### config.mk
export PLATFORM = sky130hd
export DESIGN_NAME = cfla_front
export DESIGN_NICKNAME = d
export VERILOG_FILES = /design/src/rtl/cluster_free_list_allocator_macros.svh /design/src/rtl/cfla_pkg.sv /design/src/rtl/cfla_front.sv
export SDC_FILE = /design/constraint.sdc
export NUM_CORES = 1
export LEC_CHECK = 0
export BUFFER_PORTS_ARGS = -buffer_cell sky130_fd_sc_hd__buf_2
export CORE_AREA = 2 2 39 41
export DETAILED_ROUTE_END_ITERATION = 7
export DIE_AREA = 0 0 41 43
export GPL_TIMING_DRIVEN = 0
export PLACE_DENSITY = 0.7
export SETUP_SLACK_MARGIN = 0.1
export SYNTH_ARGS = -nofsm -noshare
export SYNTH_HDL_FRONTEND = slang
export SYNTH_SLANG_ARGS = --single-unit
### constraint.sdc
create_clock -name vclk -period 1.5
set_input_delay 0 -clock vclk [all_inputs]
set_output_delay 0 -clock vclk [all_outputs]
set_load 0.02 [all_outputs]
### src/rtl/cluster_free_list_allocator_macros.svh
// Assertion macros used by the allocator top level.
`ifndef CLUSTER_FREE_LIST_ALLOCATOR_MACROS_SVH
`define CLUSTER_FREE_LIST_ALLOCATOR_MACROS_SVH

`ifndef ASSERT_OFF
`define CFLA_ASSERT(label, clk, rst_n, prop, msg) \
	label: assert property (@(posedge clk) disable iff (!rst_n) prop) else $error(msg);
`define CFLA_ASSERT_NEVER(label, clk, rst_n, expr, msg) \
	label: assert property (@(posedge clk) disable iff (!rst_n) !(expr)) else $error(msg);
`else
`define CFLA_ASSERT(label, clk, rst_n, prop, msg)
`define CFLA_ASSERT_NEVER(label, clk, rst_n, expr, msg)
`endif

`endif

### src/rtl/cfla_pkg.sv
package cfla_pkg;

	localparam int FUNC_W    = 3;
	localparam int CLUSTER_W = 10;
	localparam int COUNT_W   = 5;
	localparam int TAG_W     = 8;
	localparam int STATUS_W  = 4;

	localparam int NUM_CLUSTERS = 1024;
	localparam int MAX_BATCH    = 16;
	localparam int WAIT_DEPTH   = 8;

	localparam int RING_AW  = $clog2(NUM_CLUSTERS);
	localparam int FCOUNT_W = $clog2(NUM_CLUSTERS + 1);

	localparam int MAP_W    = 32;
	localparam int MAP_BW   = 5;
	localparam int MAP_ROWS = (NUM_CLUSTERS + MAP_W - 1) / MAP_W;
	localparam int MAP_AW   = (MAP_ROWS > 1) ? $clog2(MAP_ROWS) : 1;

	localparam int WAW     = (WAIT_DEPTH > 1) ? $clog2(WAIT_DEPTH) : 1;
	localparam int WFILL_W = $clog2(WAIT_DEPTH + 1);

	localparam int QUEUE_DEPTH = 2;

	localparam logic [FUNC_W-1:0] FN_ALLOC          = 3'd0;
	localparam logic [FUNC_W-1:0] FN_ALLOC_WAIT     = 3'd1;
	localparam logic [FUNC_W-1:0] FN_FREE           = 3'd2;
	localparam logic [FUNC_W-1:0] FN_CLEAR          = 3'd3;
	localparam logic [FUNC_W-1:0] FN_LOAD_FREE      = 3'd4;
	localparam logic [FUNC_W-1:0] FN_LOAD_ALLOCATED = 3'd5;

	localparam logic [STATUS_W-1:0] ST_ALLOCATED      = 4'd0;
	localparam logic [STATUS_W-1:0] ST_NONE_FREE      = 4'd1;
	localparam logic [STATUS_W-1:0] ST_QUEUED         = 4'd2;
	localparam logic [STATUS_W-1:0] ST_FREED          = 4'd3;
	localparam logic [STATUS_W-1:0] ST_WAITER_GRANT   = 4'd4;
	localparam logic [STATUS_W-1:0] ST_BAD_FREE       = 4'd5;
	localparam logic [STATUS_W-1:0] ST_WAIT_REJECTED  = 4'd6;
	localparam logic [STATUS_W-1:0] ST_LOADED         = 4'd7;
	localparam logic [STATUS_W-1:0] ST_CLEAR_REJECTED = 4'd8;

	localparam int KIND_W = 3;
	localparam logic [KIND_W-1:0] K_NONE       = 3'd0;
	localparam logic [KIND_W-1:0] K_ALLOC      = 3'd1;
	localparam logic [KIND_W-1:0] K_WAIT       = 3'd2;
	localparam logic [KIND_W-1:0] K_FREE       = 3'd3;
	localparam logic [KIND_W-1:0] K_CLEAR      = 3'd4;
	localparam logic [KIND_W-1:0] K_LOAD_FREE  = 3'd5;
	localparam logic [KIND_W-1:0] K_LOAD_ALLOC = 3'd6;

	typedef struct packed {
		logic [FUNC_W-1:0]    func;
		logic [CLUSTER_W-1:0] cluster;
		logic [COUNT_W-1:0]   count;
		logic [TAG_W-1:0]     tag;
	} req_t;

	typedef struct packed {
		logic [STATUS_W-1:0]  status;
		logic [CLUSTER_W-1:0] cluster_out;
		logic [TAG_W-1:0]     tag_out;
		logic                 last;
	} rsp_t;

	typedef struct packed {
		logic [KIND_W-1:0]    kind;
		logic                 bad;
		logic [CLUSTER_W-1:0] cluster;
		logic [COUNT_W-1:0]   count;
		logic [TAG_W-1:0]     tag;
	} op_t;

	typedef struct packed {
		logic                sweeping;
		logic [FCOUNT_W-1:0] free_count;
		logic [WFILL_W-1:0]  waiter_fill;
	} back_status_t;

endpackage

### src/rtl/cfla_front.sv
module cfla_front import cfla_pkg::*; (
	input  logic req_valid,
	output logic req_ready,
	input  req_t req,
	input  logic q_full,
	input  logic sweeping,
	output logic push,
	output op_t  push_op
);

	logic in_range;
	logic bad_count;

	assign req_ready = !q_full && !sweeping;
	assign in_range  = 32'(req.cluster) < NUM_CLUSTERS;
	assign bad_count = (req.count == '0) || (32'(req.count) > MAX_BATCH)
		|| (32'(req.count) > NUM_CLUSTERS);

	always_comb begin
		push_op.cluster = req.cluster;
		push_op.count   = req.count;
		push_op.tag     = req.tag;
		push_op.bad     = 1'b0;
		unique case (req.func)
			FN_ALLOC: begin
				push_op.kind = K_ALLOC;
			end
			FN_ALLOC_WAIT: begin
				push_op.kind = K_WAIT;
				push_op.bad  = bad_count;
			end
			FN_FREE: begin
				push_op.kind = K_FREE;
				push_op.bad  = !in_range;
			end
			FN_CLEAR: begin
				push_op.kind = K_CLEAR;
			end
			FN_LOAD_FREE: begin
				push_op.kind = K_LOAD_FREE;
				push_op.bad  = !in_range;
			end
			FN_LOAD_ALLOCATED: begin
				push_op.kind = K_LOAD_ALLOC;
				push_op.bad  = !in_range;
			end
			default: begin
				push_op.kind = K_NONE;
			end
		endcase
	end

	// drop words with unused codes
	assign push = req_valid && req_ready && (push_op.kind != K_NONE);

endmodule

==> run metrics <==
outcome finished clean; synthesized area 265 um2; post-CTS setup buffers 0; die width 41 um; sequential cell count 0; maxcap violations 0; CP startpoint kind input pin; period utilisation layout 60.5%; I/O pin cnt 58; Post-Route WL 661 um; crit path max-delay cell type mux2_2; CP Cell Sequence buf_2 -> nor4_2 -> mux2_2 -> buf_2; final hold vios 0; PostCTS Resize Cnt 0; count of input and output buffers 40; GRT Residual Overflow 0; CP required 1500 ps; layout cells sized above 1 86.8%; DRT Pass-1 Iters 1; Initial Util 19.2%; first-pass GRT wire length 800 um; critical path's top delay family multiplexers; Area contributors post-synth buf_4 65%, mux2_2 8.5%, nor4_2 4.7%; Final setup viols 0; number of DRC markers in iteration 0 0; Max Clk Rate 1100 MHz; Cell variety after synth 12; TNS Setup 0 ps; Most common cell on crit path buf_2; core area 1380 um2; post-synthesis cell count 36; syn_nets 65; RSZ-0062 raised after global routing no; area of the multi-input gates 88.8 um2; Worst-Margin Slew 232 ps; number of diodes 0; design area 485 um2; leading area contributor after synthesis buf_4; via count 348; hold slack 216 ps; routability cong. 0.520; sequential area share after synthesis 0%; Reg area 0 um2; Cell Pwr Density 349 nW/um2; synth warn 0; CP arrival 910 ps; worst setup path category input pin to output port; die area 1760 um2; largest net degree at the start of global routing 8; DR WL/cell 7.18 um; Finished Core Util 35.1%; FP Rows 14; nets@finish 107; Area growth syn-to-layout 83.0%; initial antenna violation count 0; gr usage total 5.99%; Leak 0.000309 uW; hold buffer count at CTS 0; crit path buf inv count 2; worst rel slew slack 84.4%; Filler Cell Count 157; mean area per synthesized cell 7.37 um2; Worst Setup End Kind output port; clock buffer count 0; DP Area 485 um2; share of the synthesized area in the top cell type 65.1%; antenna viol nets, final 0; fin crit period 907 ps; vias in the first global route 220; type of the worst min-delay path input pin to output port; VDD IR max 103 uV; DRC viols 0; Final Slew Violations 0; Worst path max stage delay 360 ps; Die Span Y 43 um; Worst Path Max Fanout 2; Vias/cell 3.78; DP HPWL 627 um
==> synth_stat cells <==
cell	instances
a21oi_1	1
and3_1	1
buf_4	23
inv_1	1
mux2_2	2
nand2_1	1
nand3b_1	1
nor2_1	2
nor4_2	1
nor4b_1	1
nor4bb_1	1
o21ai_0	1
==> final cells by class <==
cell class                      count  share of cell area [%]
Buffer                             23                    35.6
Inverter                            1                   0.773
Multi-Input combinational cell     12                    18.3
Tap cell                           16                    4.12
Timing Repair Buffer               40                    41.2
==> cells in the final DEF (no fill, tap or decap), drive strengths merged <==
cell / Yosys / layout
inv: 1 / 1
and3: 1 / 1
nand2: 1 / 1
nand3b: 1 / 1
mux2: 2 / 2
nor4: 1 / 1
buf: 23 / 63
a21oi: 1 / 1
o21ai: 1 / 1
nor2: 2 / 2
nor4b: 1 / 1
nor4bb: 1 / 1
==> logic make-up after synthesis <==
logic type | share of synthesized area, %
simple gates | 21.2
buf+inv | 66.5
mux | 8.49
compound gates | 3.77
==> where the power goes <==
group          internal (uW)  total (uW)  switching, uW
registers                  0           0              0
logic                   82.5         169           86.7
clock network              0           0              0
total                   82.5         169           86.7
==> through the flow <==
stage | instances | power, uW | worst slack [ps]
6_report | 92 | 169 | 593
5_1_grt | 92 | 183 | 548
4_1_cts | 92 | 171 | 559
3_5_place_dp | 92 | 171 | 561
3_3_place_gp | 92 | 169 | 585
2_1_floorplan | 36 | 113 | 836
==> final timing paths <==
| path | slack (ps) | to | cells past startpoint | from |
|---|---|---|---|---|
| setup / recovery | 590 | push_op[23] | 4 | req[9] |
| hold / removal | 220 | push_op[19] | 2 | req[19] |
==> layer usage <==
layer / up-vias / share of wire (%) / track usage, % / wire (um)
li1: 176 / - / - / -
met1: 144 / 26 / 4.75 / 170
met2: 28 / 52 / 13.4 / 346
met3: 0 / 22 / 1.05 / 144
met4: 0 / 0 / 0 / 0
met5: - / 0 / 0 / 0
Note: power is estimated with default switching activity, not from simulation.
