==> src/rtl/cluster_free_list_allocator_macros.svh <==
// Assertion macros used by the allocator top level.
`ifndef CLUSTER_FREE_LIST_ALLOCATOR_MACROS_SVH
`define CLUSTER_FREE_LIST_ALLOCATOR_MACROS_SVH

`ifndef ASSERT_OFF
`define CFLA_ASSERT(label, clk, rst_n, prop, msg) \
	label: assert property (@(posedge clk) disable iff (!rst_n) prop) else $error(msg);
`define CFLA_ASSERT_NEVER(label, clk, rst_n, expr, msg) \
	label: assert property (@(posedge clk) disable iff (!rst_n) !(expr)) else $error(msg);
`else
`define CFLA_ASSERT(label, clk, rst_n, prop, msg)
`define CFLA_ASSERT_NEVER(label, clk, rst_n, expr, msg)
`endif

`endif

==> src/rtl/cfla_pkg.sv <==
package cfla_pkg;

	localparam int FUNC_W    = 3;
	localparam int CLUSTER_W = 10;
	localparam int COUNT_W   = 5;
	localparam int TAG_W     = 8;
	localparam int STATUS_W  = 4;

	localparam int NUM_CLUSTERS = 1024;
	localparam int MAX_BATCH    = 16;
	localparam int WAIT_DEPTH   = 8;

	localparam int RING_AW  = $clog2(NUM_CLUSTERS);
	localparam int FCOUNT_W = $clog2(NUM_CLUSTERS + 1);

	localparam int MAP_W    = 32;
	localparam int MAP_BW   = 5;
	localparam int MAP_ROWS = (NUM_CLUSTERS + MAP_W - 1) / MAP_W;
	localparam int MAP_AW   = (MAP_ROWS > 1) ? $clog2(MAP_ROWS) : 1;

	localparam int WAW     = (WAIT_DEPTH > 1) ? $clog2(WAIT_DEPTH) : 1;
	localparam int WFILL_W = $clog2(WAIT_DEPTH + 1);

	localparam int QUEUE_DEPTH = 2;

	localparam logic [FUNC_W-1:0] FN_ALLOC          = 3'd0;
	localparam logic [FUNC_W-1:0] FN_ALLOC_WAIT     = 3'd1;
	localparam logic [FUNC_W-1:0] FN_FREE           = 3'd2;
	localparam logic [FUNC_W-1:0] FN_CLEAR          = 3'd3;
	localparam logic [FUNC_W-1:0] FN_LOAD_FREE      = 3'd4;
	localparam logic [FUNC_W-1:0] FN_LOAD_ALLOCATED = 3'd5;

	localparam logic [STATUS_W-1:0] ST_ALLOCATED      = 4'd0;
	localparam logic [STATUS_W-1:0] ST_NONE_FREE      = 4'd1;
	localparam logic [STATUS_W-1:0] ST_QUEUED         = 4'd2;
	localparam logic [STATUS_W-1:0] ST_FREED          = 4'd3;
	localparam logic [STATUS_W-1:0] ST_WAITER_GRANT   = 4'd4;
	localparam logic [STATUS_W-1:0] ST_BAD_FREE       = 4'd5;
	localparam logic [STATUS_W-1:0] ST_WAIT_REJECTED  = 4'd6;
	localparam logic [STATUS_W-1:0] ST_LOADED         = 4'd7;
	localparam logic [STATUS_W-1:0] ST_CLEAR_REJECTED = 4'd8;

	localparam int KIND_W = 3;
	localparam logic [KIND_W-1:0] K_NONE       = 3'd0;
	localparam logic [KIND_W-1:0] K_ALLOC      = 3'd1;
	localparam logic [KIND_W-1:0] K_WAIT       = 3'd2;
	localparam logic [KIND_W-1:0] K_FREE       = 3'd3;
	localparam logic [KIND_W-1:0] K_CLEAR      = 3'd4;
	localparam logic [KIND_W-1:0] K_LOAD_FREE  = 3'd5;
	localparam logic [KIND_W-1:0] K_LOAD_ALLOC = 3'd6;

	typedef struct packed {
		logic [FUNC_W-1:0]    func;
		logic [CLUSTER_W-1:0] cluster;
		logic [COUNT_W-1:0]   count;
		logic [TAG_W-1:0]     tag;
	} req_t;

	typedef struct packed {
		logic [STATUS_W-1:0]  status;
		logic [CLUSTER_W-1:0] cluster_out;
		logic [TAG_W-1:0]     tag_out;
		logic                 last;
	} rsp_t;

	typedef struct packed {
		logic [KIND_W-1:0]    kind;
		logic                 bad;
		logic [CLUSTER_W-1:0] cluster;
		logic [COUNT_W-1:0]   count;
		logic [TAG_W-1:0]     tag;
	} op_t;

	typedef struct packed {
		logic                sweeping;
		logic [FCOUNT_W-1:0] free_count;
		logic [WFILL_W-1:0]  waiter_fill;
	} back_status_t;

endpackage

==> src/rtl/cfla_queue.sv <==
module cfla_queue import cfla_pkg::*; (
	input  logic clk,
	input  logic arst_n,
	input  logic push,
	input  op_t  push_op,
	input  logic pop,
	output op_t  head_op,
	output logic empty,
	output logic full
);

	localparam int QAW = (QUEUE_DEPTH > 1) ? $clog2(QUEUE_DEPTH) : 1;
	localparam int QCW = $clog2(QUEUE_DEPTH + 1);

	op_t            entry_q [QUEUE_DEPTH];
	logic [QAW-1:0] wr_q;
	logic [QAW-1:0] rd_q;
	logic [QCW-1:0] fill_q;

	function automatic logic [QAW-1:0] q_next(input logic [QAW-1:0] p);
		return (p == QAW'(QUEUE_DEPTH - 1)) ? '0 : p + 1'b1;
	endfunction

	assign empty   = (fill_q == '0);
	assign full    = (fill_q == QCW'(QUEUE_DEPTH));
	assign head_op = entry_q[rd_q];

	always_ff @(posedge clk or negedge arst_n) begin
		if (!arst_n) begin
			wr_q   <= '0;
			rd_q   <= '0;
			fill_q <= '0;
		end else begin
			if (push) begin
				wr_q <= q_next(wr_q);
			end
			if (pop) begin
				rd_q <= q_next(rd_q);
			end
			if (push && !pop) begin
				fill_q <= fill_q + 1'b1;
			end else if (!push && pop) begin
				fill_q <= fill_q - 1'b1;
			end
		end
	end

	always_ff @(posedge clk) begin
		if (push) begin
			entry_q[wr_q] <= push_op;
		end
	end

endmodule

==> config.mk <==
export PLATFORM = sky130hd
export DESIGN_NAME = cfla_queue
export DESIGN_NICKNAME = d
export VERILOG_FILES = /design/src/rtl/cluster_free_list_allocator_macros.svh /design/src/rtl/cfla_pkg.sv /design/src/rtl/cfla_queue.sv
export SDC_FILE = /design/constraint.sdc
export NUM_CORES = 1
export LEC_CHECK = 0
export BUFFER_PORTS_ARGS = -buffer_cell sky130_fd_sc_hd__buf_2
export CAP_MARGIN = 40
export CELL_PAD_IN_SITES_DETAIL_PLACEMENT = 1
export CELL_PAD_IN_SITES_GLOBAL_PLACEMENT = 2
export CORE_MARGIN = 8
export CORE_UTILIZATION = 38
export DETAILED_ROUTE_END_ITERATION = 8
export PLACE_DENSITY_LB_ADDON = 0.12
export SETUP_SLACK_MARGIN = 0.4
export SYNTH_ARGS = -nofsm -noshare
export SYNTH_HDL_FRONTEND = slang
export SYNTH_SLANG_ARGS = --single-unit
==> constraint.sdc <==
create_clock -name clk -period 2.3 [get_ports clk]
set_input_delay 0.46 -clock clk [delete_from_list [all_inputs] [get_ports clk]]
set_output_delay 0.46 -clock clk [all_outputs]
set_load 0.01 [all_outputs]
==> results.md, run 1 <==
* Status: finished clean
* Synth area leaders: edfxtp_1, mux2_4, dfrtp_1
* Dominant synthesized flop cell: edfxtp_1
* Async SR Flop Fraction at 6.90%
* Finish-stage setup viols at 0
* P_int at approximately 2400 µW
* Post-DP HPWL at between 2 and 3 mm
* Largest net degree at the start of global routing at 17
* R2r setup slk at between 1 and 1.5 ns
* Max Cap Viol at 0
* Syn Inst Count at 100
* Die Height at 92.7 µm
* Buf/Inv on CP at 2
* Slowest stage delay, CP at 0.50 ns
* Die width at 92.7 µm
* Max Clk Rate at 0.525 GHz
* R2R Path End: entry_q[1][15]
* Count leader, synth: edfxtp_1
* Crit-path slowest cell: dfrtp_4
* Maximum vdd drop at 511 µV
* Worst EP arrival at 1.44 ns
* Unrepaired setup endpoints after global routing: yes
* Max clock buf depth at 2
* Worst Path Max Fanout at 16
* Seq pwr share at roughly 45%
* Worst-path clk slew at roughly 0.06 ns
* Routed len/inst at 16.3 µm
* Crit start category: flop
* Antenna Nets Post-Route at 0
* CTS tree: done
* Critical Path End Type: output port
* Critical path required time at around 1.8 ns
* Power share of the combinational group at 33.1%
* Crit path max-delay family: flip-flops
* CTS root buf: clkbuf_8
* # diodes at 0
* Residual DRC at 0
* Vias per cell at 4.44
* Final period util at 82.8%
* Port Buf Inserts at 59
* Leading area contributor after synthesis: edfxtp_1
* Minimum hold slack at between 0.3 and 0.4 ns
* Storage element area at 1730 µm²
* Row cnt at 28
* Synth cell count leaders: edfxtp_1, mux2_4, mux2_2
* Core ar. at ~5800 µm²
* Initial antenna violation count at 0
* Multi-input gate area at between 400 and 500 µm²
* First DRT Iteration DRCs at 11
* I/O Pins at 60
* EDFF count, synth at 54
* Synth Net Count at about 130
* Switching share of power at about 29%
* Hold/Removal Path Class: in -> reg
* Gr usage total at 10.4%
* Vias in the first global route at 1368
* Max Clock Skew at ~0.0042 ns
* Min-Delay Path Depth at 1
* Clock power share at 21.9%
* Drt first pass iters at 2
* Avg Cell Area, Syn at 22.3 µm²
* Post-synthesis sequential area ratio at ~77%
* Area Overhead vs Synth at 25.5%
* Min-delay src: push_op[12]
* Pwr dens at 1190 nW/µm²
* Vias after detailed routing at 1127
* First-pass GRT wire length at 6.53 mm
* Total gr overflow at 0
* Worst Reg-to-Reg Cells at 2
* Rel. slew slack at 84.0%
* Initial core utilization at between 30% and 40%
* CTS buffer count at 9
* Tightest Pin Transition at roughly 0.24 ns
* RD Place Congestion at approximately 0.71
* Sink Count at 58
* Post-Syn Area at 2230 µm²
* Fill cell count at 607
* Die area at 8590 µm²
* # nets final at 207
* Max-slew violation count at 0
* Post-synthesis register bit count at just under 60
* Clock H-tree levels at 3
* CP cell instances: buf_12 > mux2_4 > buf_2
* Worst skew pair latency at 0.32 ns
* Final Hold Fails at 0
* Layout cells sized above 1 at about three fifths
* TNS Setup at 0 ns
* Yosys warning total at 0
* Minimum clock period at about 1.9 ns
* Yosys top cell area share at 72.6%
* R2r startpoint: wr_q
* Leak at 0.00114 µW
* Final wirelength at 4.15 mm
* Number of distinct library cells after synthesis at 13
* Psw at around 960 µW
* Worst Path Class, Setup: reg -> out
* Worst hold endpoint: entry_q[1][12]
state kept, by name, summed over array words and instances, names as in the netlist:
name and flops:
fill_q 2, rd_q 1, wr_q 1, entry_q 54
cells in the final DEF, fill, tap and decap left out, drive strengths merged:
master | netlist | final
and2 | 1 | 1
buf | 3 | 66
clkbuf | 0 | 10
clkinv | 0 | 5
dfrtp | 4 | 4
dlygate4sd3 | 0 | 1
edfxtp | 54 | 54
ha | 1 | 1
inv | 1 | 1
mux2 | 27 | 27
nor2 | 2 | 2
nor2b | 2 | 2
xnor2 | 1 | 1
xor2 | 4 | 4
worst max path at each step:
stage / start / endpoint / cells after the start
final: rd_q / head_op[10] / 3
after floorplan: push / entry_q[0][0] / 1
after CTS: rd_q / head_op[10] / 3
after global placement: rd_q / head_op[10] / 3
after detailed placement: rd_q / head_op[10] / 3
after global routing: rd_q / head_op[1] / 3
power groups by stage:
stage          logic (µW)  registers [µW]  clock network, µW
6_report             1100            1500                727
5_1_grt              1200            1520                783
4_1_cts              1130            1500                753
3_5_place_dp         1060            1560                  0
3_3_place_gp         1040            1540                  0
2_1_floorplan         786            1490                  0
cell type report:
class                      count  area share (%)
inverter                       1           0.134
timing repair buffer          67            13.2
sequential                    58            61.5
clock inverter                 5           0.803
multi-input combinational     38            16.4
clock buffer                  10            4.55
tap                           75            3.35
metal layers:
metal  share of wire (%)  wire, µm  vias up  GRT usage [%]
met3                 6.1       253        7           3.72
li1                    -         -      532              -
met1                  37      1550      557           9.43
met2                  55      2270       31           19.0
met4                 1.7        71        0           6.85
met5                   0         0        -              0
logic make-up (layout without fill, tap and decap cells):
kind of cell | count (synthesis) | after routing | synth area share [%]
flops | 58 | 58 | 77.0
mux | 27 | 27 | 16.8
fa+ha+maj | 1 | 1 | 0.560
simple gates | 5 | 5 | 1.18
buf+inv | 4 | 83 | 2.46
xor+xnor | 5 | 5 | 1.96
worst register-to-register path, cell delays in order (launching register included):
cell,delay [ns]
dfrtp_1,0.39
and2_1,0.16
buf_4,0.26
metrics by stage:
stage	cell area, µm²	utilization (%)	total power (µW)	worst slack [ns]	std cells
final	2800	48.2	3320	0.397	254
after detailed placement	2630	45.2	2620	0.542	236
after global placement	2630	45.2	2580	0.567	236
after CTS	2800	48.2	3390	0.367	254
after global routing	2800	48.2	3500	0.350	254
after floorplan	2240	-	2270	0.691	100
what timing repair did:
action,CTS,global route
buffers inserted,2,0
hold endpoints to repair,4,0
hold buffers,1,0
setup endpoints to repair,23,26
resized for setup,1,0
(Power assumes the default switching activity.)
==> run 2: changes to the inputs <==
==> constraint.sdc (replaced) <==
create_clock -name clk -period 1.83 [get_ports clk]
set_input_delay 0.366 -clock clk [delete_from_list [all_inputs] [get_ports clk]]
set_output_delay 0.366 -clock clk [all_outputs]
set_load 0.01 [all_outputs]
==> run 2 against run 1 <==
Effect of this change:
- die area unchanged
- worst hold slack worse by 0.10 ns
- sequential share of layout area down 3.7 points
- highest routed layer unchanged
- critical path depth unchanged
- cell area up 6.2%
- non-clock buffer count up 2
- largest cell class unchanged
- wire length up 4.3%
- sequential power up 25%
- register-to-register slack worse by 0.64 ns
- total power up 37%
==> results.md, run 2 (same netlist as run 1, synthesis figures left out) <==
* Core ar. at just under 6000 µm²
* Max Clk Rate at 0.571 GHz
* Worst Path Class, Setup: reg -> out
* Port Buf Inserts at 59
* Drt first pass iters at 4
* Psw at about 1300 µW
* Max Cap Viol at 0
* Worst Path Max Fanout at 15
* Status: finished clean
* Max-slew violation count at 0
* Slowest stage delay, CP at 0.45 ns
* Sink Count at just under 60
* Vias in the first global route at 1302
* Fill cell count at 571
* Row cnt at 28
* Vias after detailed routing at 1141
* Switching share of power at around 29%
* Storage element area at 1720 µm²
* Commonest cells after routing, fill and taps aside: edfxtp_1, buf_2, mux2_4
* CTS tree: done
* Tot Pwr at 4540 µW
* TNS Setup at 0 ns
* Routed len/inst at 16.9 µm
* Max reg flops at 54
* Biggest registers after layout: entry_q x54, fill_q x2
* Residual DRC at 0
* Worst EP arrival at about 1.4 ns
* Worst-path clk slew at 0.06 ns
* Most common library cell in the layout ignoring fill and taps: edfxtp_1
* Seq pwr share at between 40% and 50%
* First DRT Iteration DRCs at 36
* Buf/Inv on CP at 2
* Tightest Pin Transition at 0.363 ns
* Maximum vdd drop at 644 µV
* CTS root buf: clkbuf_8
* Antenna Nets Post-Route at 0
* Initial antenna violation count at 0
* First-pass GRT wire length at between 6 and 7 mm
* Critical Path End Type: output port
* Rel. slew slack at 75.7%
* Gr usage total at between 10% and 20%
* Final wirelength at approximately 4.3 mm
* Crit start category: flop
* CTS buffer count at 9
* CP cell instances: buf_12 > mux2_4 > buf_6
* Crit-path slowest cell: dfrtp_2
* Reg with most FFs: entry_q
* Initial core utilization at 38.4%
* Vias per cell at 4.46
* Area Overhead vs Synth at 33.2%
* Finish-stage setup viols at 0
* # nets final at ~210
* Hold/Removal Path Class: in -> reg
* Critical path required time at 1.46 ns
* Leak at 0.00121 µW
* Die area at 8590 µm²
* Worst skew pair latency at 0.33 ns
* Minimum clock period at 1.75 ns
* Max Clock Skew at roughly 0.0022 ns
* Final period util at 95.8%
* P_int at 3240 µW
* Die Height at 92.7 µm
* Final core occ at around 50%
* Post-DP HPWL at 3.09 mm
* Die width at 92.7 µm
* Crit path max-delay family: flip-flops
* Clock H-tree levels at 3
* Max clock buf depth at 2
* Final Hold Fails at 0
* # diodes at 0
* Total gr overflow at 0
* RD Place Congestion at between 0.7 and 0.8
* Unrepaired setup endpoints after global routing: yes
* Multi-input gate area at 470 µm²
* Clock power share at 20.9%
* I/O Pins at 60
* Power share of the combinational group at about 38%
* Pwr dens at ~1500 nW/µm²
* Largest net degree at the start of global routing at 19
* Layout cells sized above 1 at around 62%
[run 2: cell count changes in the layout (fill, tap and decap cells not counted), sizes merged]
cell,previous run,this run
buf,66,68
clkinvlp,0,2
clkbuf,10,9
clkinv,5,4
[run 2: power groups by stage]
stage	Clock (µW)	Sequential [µW]	Combinational, µW
floorplan	0	1870	992
global placement	0	1920	1370
detailed placement	0	1940	1400
CTS	985	1890	1460
global route	1040	1910	1840
finish	950	1880	1710
[run 2: repair_timing]
action | CTS | global route
endpoints found under the hold margin | 4 | 0
pin swaps | 0 | 1
setup buffers | 2 | 3
cloned | 0 | 0
gates resized for setup | 0 | 22
hold buffers | 1 | 0
setup endpoints to repair | 27 | 29
[run 2: routing by layer]
metal / wire, µm / track usage, % / up-vias / part of all wire, %
met1: 1580 / 10.2 / 560 / 37
met2: 2340 / 18.7 / 37 / 54
met5: 0 / 0 / - / 0
met3: 292 / 5.02 / 8 / 6.8
met4: 107 / 6.85 / 0 / 2.5
li1: - / - / 536 / -
[run 2: area by class of cell]
cell class	instances	share of cell area, %
multi-input cells	38	15.8
inverters	1	0.126
repair buffers	69	17.7
flip-flops and latches	58	57.9
clock inverters	6	1.18
clock buffers	9	4.16
well taps	75	3.15
[run 2: path summary, 6_finish.rpt]
| path | startpoint | to | slack [ns] | cells after the start |
|---|---|---|---|---|
| setup / recovery | rd_q | head_op[16] | 0.08 | 3 |
| hold / removal | push_op[17] | entry_q[0][17] | 0.22 | 1 |
| setup reg to reg | wr_q | entry_q[1][10] | 0.53 | 2 |
| hold reg to reg | wr_q | wr_q | 0.56 | 1 |
| max in group asynchronous | arst_n | rd_q | 1.32 | 2 |
| min in group asynchronous | arst_n | fill_q[1] | 0.38 | 2 |
[run 2: through the flow]
stage / instance area [µm²] / worst slack, ns / cells / hold slack (ns)
after CTS: 2830 / 0.0317 / 253 / 0.203
after detailed placement: 2650 / 0.279 / 235 / 0.179
after global routing: 2980 / 0.0146 / 256 / 0.206
after global placement: 2650 / 0.299 / 235 / 0.175
final: 2980 / 0.0776 / 256 / 0.222
after floorplan: 2240 / 0.520 / 100 / 0.0704
[run 2: worst register-to-register path: stages (launching register included)]
cell	delay, ns
dfrtp_1	0.43
and2_2	0.36
buf_12	0.21
==> run 3: changes to the inputs <==
--- a/config.mk
+++ b/config.mk
@@ -5,12 +5,13 @@
 export SDC_FILE = /design/constraint.sdc
 export NUM_CORES = 1
 export LEC_CHECK = 0
+export ABC_AREA = 1
 export BUFFER_PORTS_ARGS = -buffer_cell sky130_fd_sc_hd__buf_2
 export CAP_MARGIN = 40
 export CELL_PAD_IN_SITES_DETAIL_PLACEMENT = 1
 export CELL_PAD_IN_SITES_GLOBAL_PLACEMENT = 2
 export CORE_MARGIN = 8
-export CORE_UTILIZATION = 38
+export CORE_UTILIZATION = 37
 export DETAILED_ROUTE_END_ITERATION = 8
 export PLACE_DENSITY_LB_ADDON = 0.12
 export SETUP_SLACK_MARGIN = 0.4
==> run 3 against run 2 <==
Effect of this change:
- die area up 3.0%
- clock power is 29% higher
- sequential power hardly changed
- worst hold slack better by 0.013 ns
- combinational power fell by 9%
- sequential share of layout area increased by 0.26 points
- critical path type unchanged
- largest power group unchanged
==> results.md, run 3 <==
* Status: finished clean
* Synth Area in Adders at 0.555%
* Max Cap Viol at 0
* Critical path required time at about 1.5 ns
* Routed len/inst at between 15 and 20 µm
* Critical Path End Type: output port
* Final period util at 96.8%
* Tot Pwr at 4680 µW
* Sink Count at 58
* Placed cell count at roughly 240
* First-pass GRT wire length at 6.71 mm
* Async SR Flop Fraction at 6.90%
* Port Buf Inserts at 59
* Post-synthesis register bit count at 58
* Finished Layout Cells at 264
* Synth Area in Compound Gates at 0%
* Synth area leaders: edfxtp_1, mux2_4, dfrtp_1
* RD Place Congestion at 0.654
* Yosys top cell area share at just over 70%
* Die area at 8850 µm²
* Core ar. at 5920 µm²
* Pwr dens at between 1500 and 2000 nW/µm²
* # nets final at 216
* Leading area contributor after synthesis: edfxtp_1
* Area Overhead vs Synth at 31.5%
* Die width at approximately 94 µm
* Syn Inst Count at 109
* I/O Pins at 60
* Gr usage total at 10.2%
* Post-Synth XOR/XNOR Area at 1.17%
* Yosys warning total at 0
* First DRT Iteration DRCs at 52
* Synth Net Count at between 100 and 150
* Worst EP arrival at between 1 and 1.5 ns
* Max Clk Rate at roughly 0.56 GHz
* Residual DRC at 0
* Crit start category: flop
* Rel. slew slack at 78.1%
* Vias per cell at around 4.4
* Hold/Removal Path Class: in -> reg
* Post-DP HPWL at 3.08 mm
* Max Clock Skew at 0.00331 ns
* Minimum clock period at 1.77 ns
* Leak at 0.00123 µW
* CTS root buf: clkbuf_8
* Final Hold Fails at 0
* Total gr overflow at 0
* Worst Path Max Fanout at 10
* Antenna Nets Post-Route at 0
* CTS tree: done
* Number of distinct library cells after synthesis at 14
* # diodes at 0
* CTS buffer count at 9
* EDFF count, synth at 54
* Initial core utilization at 38.1%
* Row cnt at 28
* Fill cell count at around 580
* Initial antenna violation count at 0
* Post-synthesis sequential area ratio at 76.4%
* Count leader, synth: edfxtp_1
* Clock H-tree levels at 3
* Max-slew violation count at 0
* Max reg flops at 54
* Biggest registers after layout: entry_q x54, fill_q x2
* Drt first pass iters at 4
* Minimum hold slack at 0.236 ns
* Finish-stage setup viols at 0
* Post-Synth Simple-Gate Area at 1.83%
* Worst-path clk slew at about 0.060 ns
* Commonest cells after routing, fill and taps aside: buf_2, edfxtp_1, mux2_4
* Layout cells sized above 1 at between 50% and 60%
* Most common library cell in the layout ignoring fill and taps: buf_2
* Vias in the first global route at 1397
* Final wirelength at 4.27 mm
* Mux contribution to synthesized area at 16.6%
* Reg with most FFs: entry_q
* Die Height at 94.1 µm
* Largest family of logic cells by synthesized area: multiplexers
* Synth cell count leaders: edfxtp_1, mux2_4, mux2_2
* Unrepaired setup endpoints after global routing: yes
* Dominant synthesized flop cell: edfxtp_1
* Tightest Pin Transition at 0.328 ns
* R2r setup slk at 0.58 ns
* Worst skew pair latency at 0.32 ns
* Maximum vdd drop at between 800 and 900 µV
* Avg Cell Area, Syn at between 20 and 25 µm²
* Max clock buf depth at 2
* Largest net degree at the start of global routing at 23
* Vias after detailed routing at 1174
* Post-Syn Area at 2250 µm²
* Worst Path Class, Setup: reg -> out
[run 3: cell count changes after synthesis, sizes merged]
cell / before / now
nor2: 2 / 3
nand4: 0 / 1
and2: 1 / 0
inv: 1 / 7
nor2b: 2 / 0
xor2: 4 / 2
nand3: 0 / 1
nand2: 0 / 5
[run 3: timing repair]
action | in CTS | in global routing
pin swaps | 0 | 2
buffers inserted | 0 | 2
setup endpoints to repair | 27 | 29
hold buffers | 1 | 0
gates resized for setup | 0 | 10
cloned | 0 | 1
endpoints found under the hold margin | 4 | 0
[run 3: area by class of cell]
| cell class | count | area, µm² | area share (%) |
|---|---|---|---|
| well taps | 75 | 93.8 | 3.16 |
| multi-input cells | 41 | 477 | 16.1 |
| inverters | 7 | 26.3 | 0.886 |
| flip-flops and latches | 58 | 1720 | 58.1 |
| clock buffers | 10 | 128 | 4.30 |
| clock inverters | 6 | 81.3 | 2.74 |
| repair buffers | 67 | 435 | 14.7 |
[run 3: logic make-up (layout without fill, tap and decap cells)]
| logic type | after synthesis | after routing |
|---|---|---|
| flops | 58 | 58 |
| xor+xnor | 3 | 3 |
| mux | 27 | 27 |
| buf+inv | 10 | 90 |
| simple gates | 10 | 10 |
| fa+ha+maj | 1 | 1 |
[run 3: report_power, final]
part	switching [µW]	internal, µW	total [µW]
logic	694	858	1550
registers	124	1770	1900
clock network	468	757	1230
total	1290	3390	4680
[run 3: layer usage]
metal,wire (µm),track usage (%),vias up
li1,-,-,559
met1,1600,9.72,577
met5,0,0,-
met3,296,4.24,2
met2,2360,17.8,36
met4,17,6.08,0
[run 3: worst max-delay path: stages (launching register included)]
cell	delay (ns)
dfrtp_2	0.45
clkbuf_16	0.20
mux2_4	0.30
buf_2	0.14
[run 3: per-stage QoR]
| stage | util, % | cell area, µm² | setup WS [ns] | TNS, ns |
|---|---|---|---|---|
| after detailed placement | 45.1 | 2670 | 0.394 | 0 |
| final | 50.1 | 2970 | 0.0589 | 0 |
| after CTS | 48.8 | 2890 | 0.0342 | 0 |
| after global routing | 50.1 | 2970 | -0.00745 | -0.00745 |
| after floorplan | - | 2260 | 0.448 | 0 |
| after global placement | 45.1 | 2670 | 0.410 | 0 |
[run 3: worst paths after layout]
kind / startpoint / end / cells past startpoint
setup / recovery: rd_q / head_op[17] / 3
hold / removal: push_op[21] / entry_q[1][21] / 1
setup reg to reg: wr_q / entry_q[0][1] / 2
hold reg to reg: fill_q[0] / fill_q[0] / 1
max in group asynchronous: arst_n / rd_q / 2
min in group asynchronous: arst_n / fill_q[1] / 2
